[src/sv/brp_pkg.sv]
// Types and constants of the buffer recycle pool.
package brp_pkg;

  localparam logic [2:0] KIND_HIT    = 3'd0;
  localparam logic [2:0] KIND_MISS   = 3'd1;
  localparam logic [2:0] KIND_KEPT   = 3'd2;
  localparam logic [2:0] KIND_REJECT = 3'd3;
  localparam logic [2:0] KIND_EVICT  = 3'd4;

  localparam logic CFG_BUDGET = 1'b0;
  localparam logic CFG_IDLE   = 1'b1;

  localparam logic [12:0] BUDGET_RESET = 13'd128;
  localparam logic [31:0] IDLE_RESET   = 32'd2000000;
  localparam int          MIB_LOG2     = 20;

  typedef struct packed {
    logic        mode;
    logic [39:0] size_bytes;
    logic [15:0] handle;
    logic [47:0] now;
  } req_t;

  typedef struct packed {
    logic [2:0]  kind;
    logic [15:0] out_handle;
    logic [39:0] out_capacity;
    logic        last;
  } rsp_t;

  typedef struct packed {
    logic [39:0] capacity;
    logic [47:0] stamp;
    logic [15:0] handle;
    logic [31:0] order;
  } entry_t;

  typedef enum logic [1:0] {
    SK_FIT,
    SK_IDLE,
    SK_OLD,
    SK_FREE
  } scan_kind_t;

  typedef enum logic [2:0] {
    PH_FIT,
    PH_IDLE,
    PH_OLD,
    PH_FREE,
    PH_FULL
  } phase_t;

  typedef enum logic [3:0] {
    S_IDLE,
    S_DECIDE,
    S_SCAN,
    S_POST,
    S_REMOVE,
    S_BUDGET,
    S_INSERT,
    S_FINISH
  } state_t;

  typedef struct packed {
    logic       accept;
    logic       prim;
    logic       scan_start;
    scan_kind_t scan_kind;
    logic       take_fit;
    logic       remove;
    logic       insert;
    logic       finish;
  } cmd_t;

  typedef struct packed {
    logic below_min;
    logic reject;
    logic give;
    logic found;
    logic hit;
    logic over;
    logic scan_done;
    logic out_free;
  } stat_t;

endpackage

[src/sv/brp_ctrl.sv]
// Sequencer of the buffer pool: drives scans, removals, insertion and result pushes.
module brp_ctrl (
  input  logic          clk,
  input  logic          rst,
  input  logic          req_valid,
  output logic          req_stall,
  input  brp_pkg::stat_t stat,
  output brp_pkg::cmd_t  cmd
);

  brp_pkg::state_t state, state_next;
  brp_pkg::phase_t phase, phase_next;

  always_ff @(posedge clk) begin
    if (rst) begin
      state <= brp_pkg::S_IDLE;
      phase <= brp_pkg::PH_FIT;
    end else begin
      state <= state_next;
      phase <= phase_next;
    end
  end

  always_comb begin
    state_next = state;
    phase_next = phase;
    case (state)
      brp_pkg::S_IDLE: begin
        if (req_valid) state_next = brp_pkg::S_DECIDE;
      end
      brp_pkg::S_DECIDE: begin
        if (!stat.give) begin
          if (stat.below_min) begin
            state_next = brp_pkg::S_FINISH;
          end else begin
            state_next = brp_pkg::S_SCAN;
            phase_next = brp_pkg::PH_FIT;
          end
        end else if (stat.reject) begin
          state_next = brp_pkg::S_FINISH;
        end else begin
          state_next = brp_pkg::S_SCAN;
          phase_next = brp_pkg::PH_IDLE;
        end
      end
      brp_pkg::S_SCAN: begin
        if (stat.scan_done) state_next = brp_pkg::S_POST;
      end
      brp_pkg::S_POST: begin
        case (phase)
          brp_pkg::PH_FIT: begin
            state_next = brp_pkg::S_SCAN;
            phase_next = brp_pkg::PH_IDLE;
          end
          brp_pkg::PH_IDLE: begin
            state_next = stat.found ? brp_pkg::S_REMOVE : brp_pkg::S_BUDGET;
          end
          brp_pkg::PH_OLD: begin
            if (stat.found) begin
              state_next = brp_pkg::S_REMOVE;
            end else if (stat.give) begin
              state_next = brp_pkg::S_SCAN;
              phase_next = brp_pkg::PH_FREE;
            end else begin
              state_next = brp_pkg::S_FINISH;
            end
          end
          brp_pkg::PH_FREE: begin
            if (stat.found) begin
              state_next = brp_pkg::S_INSERT;
            end else begin
              state_next = brp_pkg::S_SCAN;
              phase_next = brp_pkg::PH_FULL;
            end
          end
          default: state_next = brp_pkg::S_REMOVE;
        endcase
      end
      brp_pkg::S_REMOVE: begin
        if (stat.out_free) begin
          case (phase)
            brp_pkg::PH_IDLE: state_next = brp_pkg::S_SCAN;
            brp_pkg::PH_OLD:  state_next = brp_pkg::S_BUDGET;
            brp_pkg::PH_FULL: state_next = brp_pkg::S_INSERT;
            default:          state_next = brp_pkg::S_FINISH;
          endcase
        end
      end
      brp_pkg::S_BUDGET: begin
        if (stat.over) begin
          state_next = brp_pkg::S_SCAN;
          phase_next = brp_pkg::PH_OLD;
        end else if (stat.give) begin
          state_next = brp_pkg::S_SCAN;
          phase_next = brp_pkg::PH_FREE;
        end else begin
          state_next = brp_pkg::S_FINISH;
        end
      end
      brp_pkg::S_INSERT: state_next = brp_pkg::S_FINISH;
      brp_pkg::S_FINISH: begin
        if (stat.out_free) state_next = brp_pkg::S_IDLE;
      end
      default: state_next = brp_pkg::S_IDLE;
    endcase
  end

  always_comb begin
    cmd            = '0;
    cmd.accept     = (state == brp_pkg::S_IDLE) && req_valid;
    cmd.prim       = (state == brp_pkg::S_DECIDE) && (stat.give || stat.below_min);
    cmd.scan_start = (state_next == brp_pkg::S_SCAN) && (state != brp_pkg::S_SCAN);
    case (phase_next)
      brp_pkg::PH_FIT:  cmd.scan_kind = brp_pkg::SK_FIT;
      brp_pkg::PH_IDLE: cmd.scan_kind = brp_pkg::SK_IDLE;
      brp_pkg::PH_FREE: cmd.scan_kind = brp_pkg::SK_FREE;
      default:          cmd.scan_kind = brp_pkg::SK_OLD;
    endcase
    cmd.take_fit = (state == brp_pkg::S_POST) && (phase == brp_pkg::PH_FIT);
    cmd.remove   = (state == brp_pkg::S_REMOVE) && stat.out_free;
    cmd.insert   = (state == brp_pkg::S_INSERT);
    cmd.finish   = (state == brp_pkg::S_FINISH) && stat.out_free;
    req_stall    = (state != brp_pkg::S_IDLE);
  end

endmodule

[config.mk]
export PLATFORM = sky130hd
export DESIGN_NAME = brp_ctrl
export DESIGN_NICKNAME = d
export VERILOG_FILES = /design/src/sv/brp_pkg.sv /design/src/sv/brp_ctrl.sv
export SDC_FILE = /design/constraint.sdc
export NUM_CORES = 1
export LEC_CHECK = 0
export BUFFER_PORTS_ARGS = -buffer_cell sky130_fd_sc_hd__buf_2
export CORE_MARGIN = 1
export CORE_UTILIZATION = 51
export CTS_CLUSTER_DIAMETER = 30
export DETAILED_ROUTE_END_ITERATION = 10
export GPL_TIMING_DRIVEN = 0
export PLACE_DENSITY = 0.88
export SYNTH_ARGS = -nofsm -noshare
export SYNTH_HDL_FRONTEND = slang
export SYNTH_SLANG_ARGS = --single-unit
[constraint.sdc]
create_clock -name clk -period 1.67 [get_ports clk]
set_clock_uncertainty 0.1 [all_clocks]
set_input_delay 0.167 -clock clk [delete_from_list [all_inputs] [get_ports clk]]
set_output_delay 0.167 -clock clk [all_outputs]
set_load 0.02 [all_outputs]
# ---- After elaboration in Yosys (flattened, before gate mapping)
# Cells that the tools add are included.
dict set report totals {
  regBits 7
  out_inout_bits 10
  word_cells 53
}
dict set report classes {
  eq_ne 15
  n_mux 25
  reduce_logical 11
}
# operator n
set ops {}
lappend ops {{2-to-1 mux 3 bit} 13}
lappend ops {{one-hot mux 4 bit (8 select lines)} 1}
lappend ops {{one-hot mux 3 bit (3 select lines)} 3}
lappend ops {{2-to-1 mux 4 bit} 5}
lappend ops {{== test 4 x 3 -> 1 bit (second input constant)} 4}
lappend ops {{== test 4 x 2 -> 1 bit (second input constant)} 3}
lappend ops {{one-hot mux 3 bit (4 select lines)} 1}
lappend ops {{== test 3 x 2 -> 1 bit (second input constant)} 3}
lappend ops {{== test 3 x 1 -> 1 bit (second input constant)} 2}
lappend ops {{logical AND 1 bit} 6}
lappend ops {{zero test 3 bit} 2}
lappend ops {{one-hot mux 2 bit (3 select lines)} 1}
lappend ops {{== test 4 x 1 -> 1 bit (second input constant)} 1}
lappend ops {{zero test 4 bit} 1}
lappend ops {{!= test 4 x 2 -> 1 bit (second input constant)} 1}
lappend ops {{nonzero test 4 bit} 1}
lappend ops {{== test 3 bit (second input constant)} 1}
lappend ops {{logical OR 1 bit} 1}
lappend ops {{2-to-1 mux 1 bit} 1}

# ---- Logic depth before layout (Yosys ltp)
# Gate-level depths: netlist of run 1.
dict set report depth {
  ltp_word 6
  depth_mapped 5
  mapped_depth_nobuf 4
}

# ---- Least setup slack after synthesis of run 1
# Ideal clock, no wire load.
dict set report synth_timing {
  kind {register to output}
  startpoint {register state[0]}
  endpoint {output port cmd[6] (netlist name)}
  arrival_time_ns 1.404
  slack_ns -0.001
  path_stages_with_launch 6
  path_buffers 1
  cell_sequence {dfxtp_1 buf_2 inv_1 a2111oi_0 o21ai_0 a211oi_2}
}
# element line_no
set synth_rtl {}
lappend synth_rtl {{start: declaration} brp_ctrl.sv:11} ;# brp_pkg::state_t state, state_next;
lappend synth_rtl {{start signal: assignment} brp_ctrl.sv:16} ;# state <= brp_pkg::S_IDLE;
lappend synth_rtl {{start signal: assignment} brp_ctrl.sv:19} ;# state <= state_next;
lappend synth_rtl {{end: declaration} brp_ctrl.sv:8} ;# output brp_pkg::cmd_t cmd

==> impl_metrics.toml, run 1 <==
[route]
wl_met2_mm = 1.196
m1WireLength_um = 965
final_antenna_net_count = 0
drc = 0
met3WireLength_um = 164
first_iter_violations = 30
wl_mm = 2.462
viasPerCell = 6.464
vias = 905
wl_per_cell_um = 17.59
maxUsedRoutingLayer = "met4"
dr.pass1.iters = 4

[synthesis]
synthDistinctLibCells = 43
synth_flop_cell = "dfxtp_1"
syn-num-nets = 106
ys_top_cells_by_area = "dfxtp_1, nor2_1, a221oi_4"
synth-compound-area-share = 0.3779
yosys_warnings = 0
async_flop_share = 0
yosys.area_share.simple = 0.3046
post-synth-top-count-cell = "nor2_1"
synthAdderAreaFrac = 0
synth_top_area_frac = 0.1824
synth_top_family_by_area = "compound AO/OA/AOI/OAI gates"
muxShareOfSynthArea = 0.01954
postSynthAreaPerCell_um2 = 8.087
netlist_instances = 95
yosys-top-cells-count = "nor2_1, dfxtp_1, inv_1, nand2_1, o21ai_0"
synth-seq-cells = 7
syn_area_um2 = 768.2
yosysSeqAreaShare = 0.1824
synth_enable_flop_cells = 0
synth-xor-area-share = 0.01140
yosys.area.top_type = "dfxtp_1"

[critical_path]
slowest_stage = "dfxtp_2"
worstSetupStartpointType = "flop"
crit_type = "reg -> out"
critical_path_required_ns = 1.40
path_cells = "and4bb_2 > a221oi_4 > o21ai_2 > a211oi_2 > buf_4"
cp_max_fo = 4
cp.arrival_ns = 1.76
crit_path_max_incr_delay_ns = 0.39
critPathCaptureType = "output port"

[layout]
seq_area_um2 = 148.9
drive_gt1_frac = 0.5120
fill_cells = 99
fin_util = 0.8091
nets = 137
fin_cells = 140
num_antenna_cells = 0
multi_input_area_um2 = 605.6
area_growth_syn_to_layout_pct = 42.18

[placed_design]
hpwlAfterDp_mm = 1.482
port_buffers = 18
gp_congestion = 0.8591
placed_cells = 128

[clock_network]
cts_tree = "built"
cts_inserted_buffers = 3
cts.path.max_buffers = 2
clkLatencyLatePin_ns = 0.28
cts_hold_repair.buffers = 0
cts_htree_levels = 1
root_buffer = "clkbuf_4"
clk_pin_slew_ns = 0.07
clkSinkCount = 7

[sta]
min_period_ns = 2.024
rsz0062_at_grt = "true"
finalHoldViolations = 0
maxSlewViolCount = 0
finalSetupViolations = 5
fin_ws_ns = -0.3537
fin_crit_sh = 1.212
max_freq_mhz = 494.1
hold_slack_ns = 0.03303

[die]
initial_core_util = 0.5690
fp-row-count = 13
ioPinCount = 21
fp.coreArea_um2 = 1350
chipHeight_um = 40.81
fp.dieW_um = 40.81
dieArea_um2 = 1665

[hold_path]
worstHoldPathType = "in -> reg"

[grt]
grt_pass1_wl_mm = 3.498
overflow = 0
antenna_found_initial = 0
first_global_vias = 786
grt_max_degree = 11
grt_use_total = 0.3232

[power_and_ir_drop]
power.density_nw_per_um2 = 468.2
power.total_uw = 511.4
total_leakage_power_nw = 0.4540
ir_drop_mv = 0.3441

[flow_run]
cap_violations = 0

[status]
violations = "setup timing"
status = "finished, violations left"
[flip-flops by register name, indices dropped and copies added (netlist names)]
signal	flops
state	4
phase	3
[area by class of cell]
type	instances	share of cell area
multi-input combinational	74	0.5544
sequential	7	0.1363
tap	15	0.01718
inverter	6	0.02062
buffer	8	0.08018
clock buffer	4	0.02405
timing repair buffer	26	0.1672
[stage by stage]
step / setup TNS (ns) / cell area, µm² / setup slack (ns)
after floorplan: 0 / 768.2 / 0.01359
after global placement: -0.2872 / 877.1 / -0.1199
after detailed placement: -0.4316 / 877.1 / -0.1769
after CTS: -0.9025 / 1015 / -0.3016
after global routing: -1.454 / 1092 / -0.4005
final: -1.045 / 1092 / -0.3537
[worst max-delay path, delay by kind of cell (launching register included)]
family | cells | cell delay, ns
and+or+nand+nor | 1 | 0.30
AOI/OAI and AO/OA | 3 | 0.61
DFF | 1 | 0.39
buffers and inverters | 1 | 0.17
[where the power goes]
group | total [mW] | switching [mW] | internal [mW] | leakage (nW)
sequential | 0.180 | 0.00779 | 0.172 | 0.0592
combinational | 0.158 | 0.0844 | 0.0735 | 0.380
clock | 0.173 | 0.0813 | 0.0921 | 0.0150
[final timing paths]
path,cells after the start,slack [ns],to,start
min,2,0.03,state[0],rst
max,5,-0.35,cmd[6],state[1]
max reg2reg,6,0.07,phase[0],phase[2]
min reg2reg,3,0.61,phase[1],phase[1]
[timing repair]
| action | CTS | global route |
|---|---|---|
| pin swaps | 7 | 5 |
| gates resized for setup | 27 | 17 |
| endpoints found under the setup margin | 7 | 9 |
| setup buffers | 5 | 3 |
[layer usage]
metal  global-route usage  vias up
met1               0.3550      424
met5                    0        -
met4               0.1583        0
met2               0.5703       50
met3              0.07609       16
li1                     -      415
[cells in the final DEF, fill, tap and decap left out, types with 2 or more instances in the layout]
cell type and instances:
buf_2 12, a21oi_1 3, and3_1 3, nand3b_1 3, dfxtp_2 4, buf_8 2
nor2b_1 2, a31oi_1 3, nor2_1 7, dfxtp_1 2, nor2_2 3, clkbuf_4 4
a211oi_2 2, o21ai_0 4, buf_4 11, o21a_1 2, buf_6 8, a211oi_1 2
o21ai_2 3, inv_1 5, nand2_1 6, a22oi_1 2, and4bb_2 3, nand2b_1 3
[kinds of logic after synthesis]
family | Yosys count
AOI/OAI and AO/OA | 35
xor gates and xnor gates | 1
buffers and inverters | 14
DFF | 7
muxes | 1
other | 1
and+or+nand+nor | 36
Note: power is estimated with default switching activity, not from simulation.
==> run 2: changes to the inputs <==
--- a/config.mk
+++ b/config.mk
@@ -5,13 +5,14 @@
 export SDC_FILE = /design/constraint.sdc
 export NUM_CORES = 1
 export LEC_CHECK = 0
+export ABC_AREA = 1
 export BUFFER_PORTS_ARGS = -buffer_cell sky130_fd_sc_hd__buf_2
 export CORE_MARGIN = 1
-export CORE_UTILIZATION = 51
+export CORE_UTILIZATION = 49
 export CTS_CLUSTER_DIAMETER = 30
 export DETAILED_ROUTE_END_ITERATION = 10
 export GPL_TIMING_DRIVEN = 0
-export PLACE_DENSITY = 0.88
+export PLACE_DENSITY = 0.87
 export SYNTH_ARGS = -nofsm -noshare
 export SYNTH_HDL_FRONTEND = slang
 export SYNTH_SLANG_ARGS = --single-unit
==> run 2 against run 1 <==
Against the previous run:
- the run still ends with setup timing left
- clock-buffer cell count did not move
- sequential share of layout area rose by 1.8 points
- die area fell by 7.4%
- clock power fell by 14%
- final cell count rose by 31%
- critical path type unchanged
- highest routed layer unchanged
==> impl_metrics.toml, run 2 <==
[placed_design]
port_buffers = 19
gp_congestion = 0.9297
placed_cells = 168
hpwlAfterDp_mm = 1.389
pre_cts_slack_ns = 0.06712

[synthesis]
yosysSeqAreaShare = 0.2059
yosys_warnings = 0
syn_area_um2 = 680.7
post-synth-top-count-cell = "nand2_1"
yosys-top-cells-count = "nand2_1, nor2_1, inv_1"
synth-seq-cells = 7
yosys.area.top_type = "nand2_1"
synthDistinctLibCells = 17
netlist_instances = 134
synth_enable_flop_cells = 0
syn-num-nets = 145
synth_flop_cell = "dfxtp_1"
postSynthAreaPerCell_um2 = 5.080
ys_top_cells_by_area = "nand2_1, dfxtp_1, nor2_1"
async_flop_share = 0
synth_top_area_frac = 0.2261

[hold_path]
whs_path_depth = 2
worstHoldPathType = "in -> reg"

[grt]
grt_pass1_wl_mm = 3.339
grt_max_degree = 10
grt_use_total = 0.3314
antenna_found_initial = 0
overflow = 0
first_global_vias = 807

[layout]
top_register = "state"
nets = 181
top_regs = "state x4, phase x3"
num_antenna_cells = 0
final_cell_mix = "nand2_1, nor2_1, buf_2"
fin_util = 0.8154
drive_gt1_frac = 0.4556
largest_reg_flops = 4
final_common_cell = "nand2_1"
fin_cells = 184
area_growth_syn_to_layout_pct = 55.88

[status]
status = "finished, violations left"
violations = "setup timing"

[clock_network]
cts_tree = "built"
clkSinkCount = 7
cts_hold_repair.buffers = 0
clkLatencyLatePin_ns = 0.24
cts.path.max_buffers = 2
clk_pin_slew_ns = 0.05
root_buffer = "clkbuf_4"
cts_htree_levels = 1
cts_inserted_buffers = 3

[critical_path]
cp-startpoint = "phase[1]"
crit_buf_inv = 1
critPathCaptureType = "output port"
worstReg2RegStart = "phase[1]"
cpMostUsedCell = "nor2_1"
cp_num_cells = 8
crit_type = "reg -> out"
worstSetupStartpointType = "flop"
cp.arrival_ns = 1.56
rr_endpoint = "state[1]"
r2r_cells = 8
cp_max_fo = 5
crit_path_max_incr_delay_ns = 0.40
worstSetupEndpoint = "cmd[6]"
path_cells = "nand2_2 > nor2_2 > nor2_1 > nor2_1 > nand3_1 > nand2_1 > nor2_1 > buf_4"
slowest_stage = "dfxtp_2"
critical_path_required_ns = 1.40
path_delay_family = "simple AND/OR/NAND/NOR gates"
r2r_slack_ns = 0.09

[sta]
fin_crit_sh = 1.094
setup_tns_ns = -0.3189
finalHoldViolations = 0
finalSetupViolations = 3
min_period_ns = 1.827
maxSlewViolCount = 0
fin_ws_ns = -0.1572
rsz0062_at_grt = "true"
max_freq_mhz = 547.3

[die]
fp.dieW_um = 39.27
dieArea_um2 = 1542
initial_core_util = 0.5231
ioPinCount = 21
chipHeight_um = 39.27
fp.coreArea_um2 = 1301
fp-row-count = 13

[power_and_ir_drop]
power.total_uw = 465.7
power.density_nw_per_um2 = 438.9
ir_drop_mv = 0.5299
total_leakage_power_nw = 0.5825

[route]
wl_mm = 2.819
first_iter_violations = 93
drc = 0
final_antenna_net_count = 0
dr.pass1.iters = 4
vias = 1068
viasPerCell = 5.804
wl_per_cell_um = 15.32

[flow_run]
cap_violations = 0
run 2: cell types whose count changed after synthesis, sizes merged, moves of 3 or more:
cell    before  now
nand3b       3    0
nor3         1    4
buf          7    0
inv          6   20
and4bb       3    0
a211oi       5    0
nand3        0   14
and3         3    0
nand2b       3    0
nand2        6   44
nor2        10   27
run 2: routing by layer:
| layer | up-vias | track usage | wire length, µm |
|---|---|---|---|
| li1 | 490 | - | - |
| met1 | 455 | 0.3586 | 1022 |
| met2 | 96 | 0.5917 | 1352 |
| met3 | 27 | 0.05682 | 263 |
| met4 | 0 | 0.1983 | 180 |
| met5 | - | 0 | 0 |
run 2: through the flow:
step	area, µm²	hold WS [ns]
detailed placement	794.5	0.3078
global route	1061	0.04337
floorplan	680.7	0.1361
CTS	989.7	0.03302
global placement	794.5	0.2997
finish	1061	0.04718
run 2: final cells by class:
type,instances,area [µm²]
multi-input cells,106,559.3
fillers,81,240.2
repair buffers,31,202.7
flip-flops and latches,7,163.9
inverters,21,90.09
clock buffers,4,26.28
well taps,15,18.77
run 2: repair_timing:
action	CTS	global route
hold endpoints to repair	0	0
endpoints found under the setup margin	3	4
resized for setup	42	16
gates cloned	0	0
pin swaps	15	14
setup buffers	10	2
run 2: worst min path at each step:
| stage | slack (ns) | end | start |
|---|---|---|---|
| after global routing | 0.04 | phase[1] | rst |
| after floorplan | 0.14 | state[2] | rst |
| after detailed placement | 0.31 | phase[2] | rst |
| final | 0.05 | phase[1] | rst |
| after global placement | 0.30 | phase[2] | rst |
| after CTS | 0.03 | phase[2] | rst |
run 2: kinds of logic (layout without fill, tap and decap cells):
logic type	Yosys count	in the layout	synth area share
AOI/OAI and AO/OA	15	15	0.1176
buffers and inverters	21	56	0.1158
DFF	7	7	0.2059
and+or+nand+nor	90	90	0.5552
other	1	1	0.005509
run 2: power by group:
group / leakage [nW] / switching [mW] / internal, mW
logic: 0.506 / 0.0837 / 0.0546
registers: 0.0618 / 0.0126 / 0.167
clock network: 0.0150 / 0.0570 / 0.0908
==> run 3: changes to the inputs <==
--- a/config.mk
+++ b/config.mk
@@ -8,11 +8,12 @@
 export ABC_AREA = 1
 export BUFFER_PORTS_ARGS = -buffer_cell sky130_fd_sc_hd__buf_2
 export CORE_MARGIN = 1
-export CORE_UTILIZATION = 49
+export CORE_UTILIZATION = 42
+export CTS_BUF_LIST = sky130_fd_sc_hd__clkbuf_4 sky130_fd_sc_hd__clkbuf_8 sky130_fd_sc_hd__clkbuf_16
 export CTS_CLUSTER_DIAMETER = 30
 export DETAILED_ROUTE_END_ITERATION = 10
 export GPL_TIMING_DRIVEN = 0
-export PLACE_DENSITY = 0.87
+export PLACE_DENSITY = 0.78
 export SYNTH_ARGS = -nofsm -noshare
 export SYNTH_HDL_FRONTEND = slang
 export SYNTH_SLANG_ARGS = --single-unit
==> run 3 against run 2 <==
Against the previous run:
- the run still ends with setup timing left
- via count shrank 3.7%
- critical path depth grew 1
- global-route usage shrank 8.6 points
- largest power group unchanged
- register-to-register slack lost 0.02 ns
- largest cell class unchanged
- final area grew 2.7%
- non-clock buffer count shrank 1
- worst hold slack lost 0.0025 ns
- flip-flop and latch count is the same
==> impl_metrics.toml, run 3 (synthesis results as in run 2) <==
[status]
status = "finished, violations left"
violations = "setup timing"

[die]
initial_core_util = 0.4518
fp.coreArea_um2 = 1506
dieArea_um2 = 1785
chipHeight_um = 42.26
fp.dieW_um = 42.26
fp-row-count = 14
ioPinCount = 21

[clock_network]
cts.path.max_buffers = 2
root_buffer = "clkbuf_4"
cts_tree = "built"
cts_hold_repair.buffers = 0
clk_pin_slew_ns = 0.05
cts_inserted_buffers = 3
clkLatencyLatePin_ns = 0.25
cts_htree_levels = 1
clkSinkCount = 7

[critical_path]
critical_path_required_ns = 1.40
path_cells = "inv_2 > nand2_2 > nor2_2 > nor2_2 > nor2_1 > nand3_1 > nand2_1 > nor2_1 > buf_4"
critPathCaptureType = "output port"
cp_max_fo = 7
crit_path_max_incr_delay_ns = 0.36
worstSetupStartpointType = "flop"
slowest_stage = "dfxtp_2"
cp.arrival_ns = 1.55
crit_type = "reg -> out"

[layout]
top_register = "state"
final_cell_mix = "nand2_1, nor2_1, buf_2"
num_antenna_cells = 0
nets = 181
largest_reg_flops = 4
area_growth_syn_to_layout_pct = 60.11
top_regs = "state x4, phase x3"
drive_gt1_frac = 0.4793
final_common_cell = "nand2_1"
fill_cells = 129

[sta]
fin_crit_sh = 1.091
max_freq_mhz = 548.9
finalHoldViolations = 0
fin_ws_ns = -0.1520
rsz0062_at_grt = "true"
setup_tns_ns = -0.3056
min_period_ns = 1.822
maxSlewViolCount = 0
finalSetupViolations = 3

[placed_design]
gp_congestion = 0.9006
port_buffers = 19
pre_cts_slack_ns = 0.06817
hpwlAfterDp_mm = 1.447

[power_and_ir_drop]
pwr-share-comb = 0.262
internal_power_uw = 321.1
p_sw_uw = 147.8
ir_drop_mv = 0.4741
power.total_uw = 468.9
pwr-share-seq = 0.393
power.density_nw_per_um2 = 430.3
switching_share = 0.3152
pwr-share-clk = 0.345
total_leakage_power_nw = 0.6169

[grt]
grt_use_total = 0.2449
antenna_found_initial = 0
grt_max_degree = 10
overflow = 0
first_global_vias = 793
grt_pass1_wl_mm = 3.263

[route]
dr.pass1.iters = 4
wl_per_cell_um = 12.82
drc = 0
wl_mm = 2.371
viasPerCell = 5.557
final_antenna_net_count = 0
vias = 1028
first_iter_violations = 41

[flow_run]
cap_violations = 0

[hold_path]
worstHoldPathType = "in -> reg"
[run 3: cell types whose count changed in the layout (fill, tap and decap cells not counted), moves of 2 or more]
| cell | previous run | this run |
|---|---|---|
| buf_4 | 14 | 9 |
| buf_6 | 2 | 5 |
| inv_2 | 2 | 5 |
| inv_1 | 14 | 12 |
| nand2_2 | 12 | 10 |
| nand2_4 | 3 | 5 |
[run 3: path summary, 6_finish.rpt]
| check | start | cells after the start | end | slack, ns |
|---|---|---|---|---|
| max | phase[2] | 9 | cmd[6] | -0.15 |
| min reg2reg | state[3] | 3 | state[1] | 0.64 |
| min | rst | 2 | phase[2] | 0.04 |
| max reg2reg | state[3] | 13 | phase[2] | 0.07 |
[run 3: critical path: cells and delay by family (launching register included)]
kind,cells,cell delay [ns]
buffers and inverters,2,0.25
flip-flops,1,0.36
AND/OR/NAND/NOR,7,0.69
[run 3: layout make-up]
class	count	area, µm²	area share
inverters	21	88.84	0.08152
well taps	16	20.02	0.01837
multi-input cells	106	578.1	0.5304
repair inverters	1	7.507	0.006889
repair buffers	30	203.9	0.1871
flip-flops and latches	7	161.4	0.1481
clock buffers	4	30.03	0.02755
[run 3: timing repair]
action / CTS / global route
setup endpoints to repair: 3 / 5
pin swaps: 11 / 11
gates resized for setup: 30 / 36
setup buffers: 9 / 4
gates cloned: 0 / 1
[run 3: layer usage]
metal	vias up	share of wire	global-route usage
met5	-	0	0
met4	0	0.057	0.1625
met3	22	0.070	0.01724
met2	69	0.49	0.4062
met1	446	0.39	0.3005
li1	491	-	-
[run 3: stage by stage]
| stage | instances | hold WS [ns] | utilization | cell area [µm²] |
|---|---|---|---|---|
| floorplan | 134 | 0.1361 | - | 680.7 |
| global placement | 169 | 0.3003 | 0.5282 | 795.8 |
| detailed placement | 169 | 0.3063 | 0.5282 | 795.8 |
| CTS | 182 | 0.03356 | 0.6404 | 964.7 |
| global route | 185 | 0.04093 | 0.7234 | 1090 |
| finish | 185 | 0.04473 | 0.7234 | 1090 |
[run 3: power groups by stage]
stage          clock [mW]  sequential, mW  combinational [mW]
2_1_floorplan           0           0.182              0.0612
3_3_place_gp            0           0.183              0.0928
3_5_place_dp            0           0.184              0.0946
4_1_cts             0.168           0.180               0.106
5_1_grt             0.182           0.184               0.135
6_report            0.162           0.184               0.123
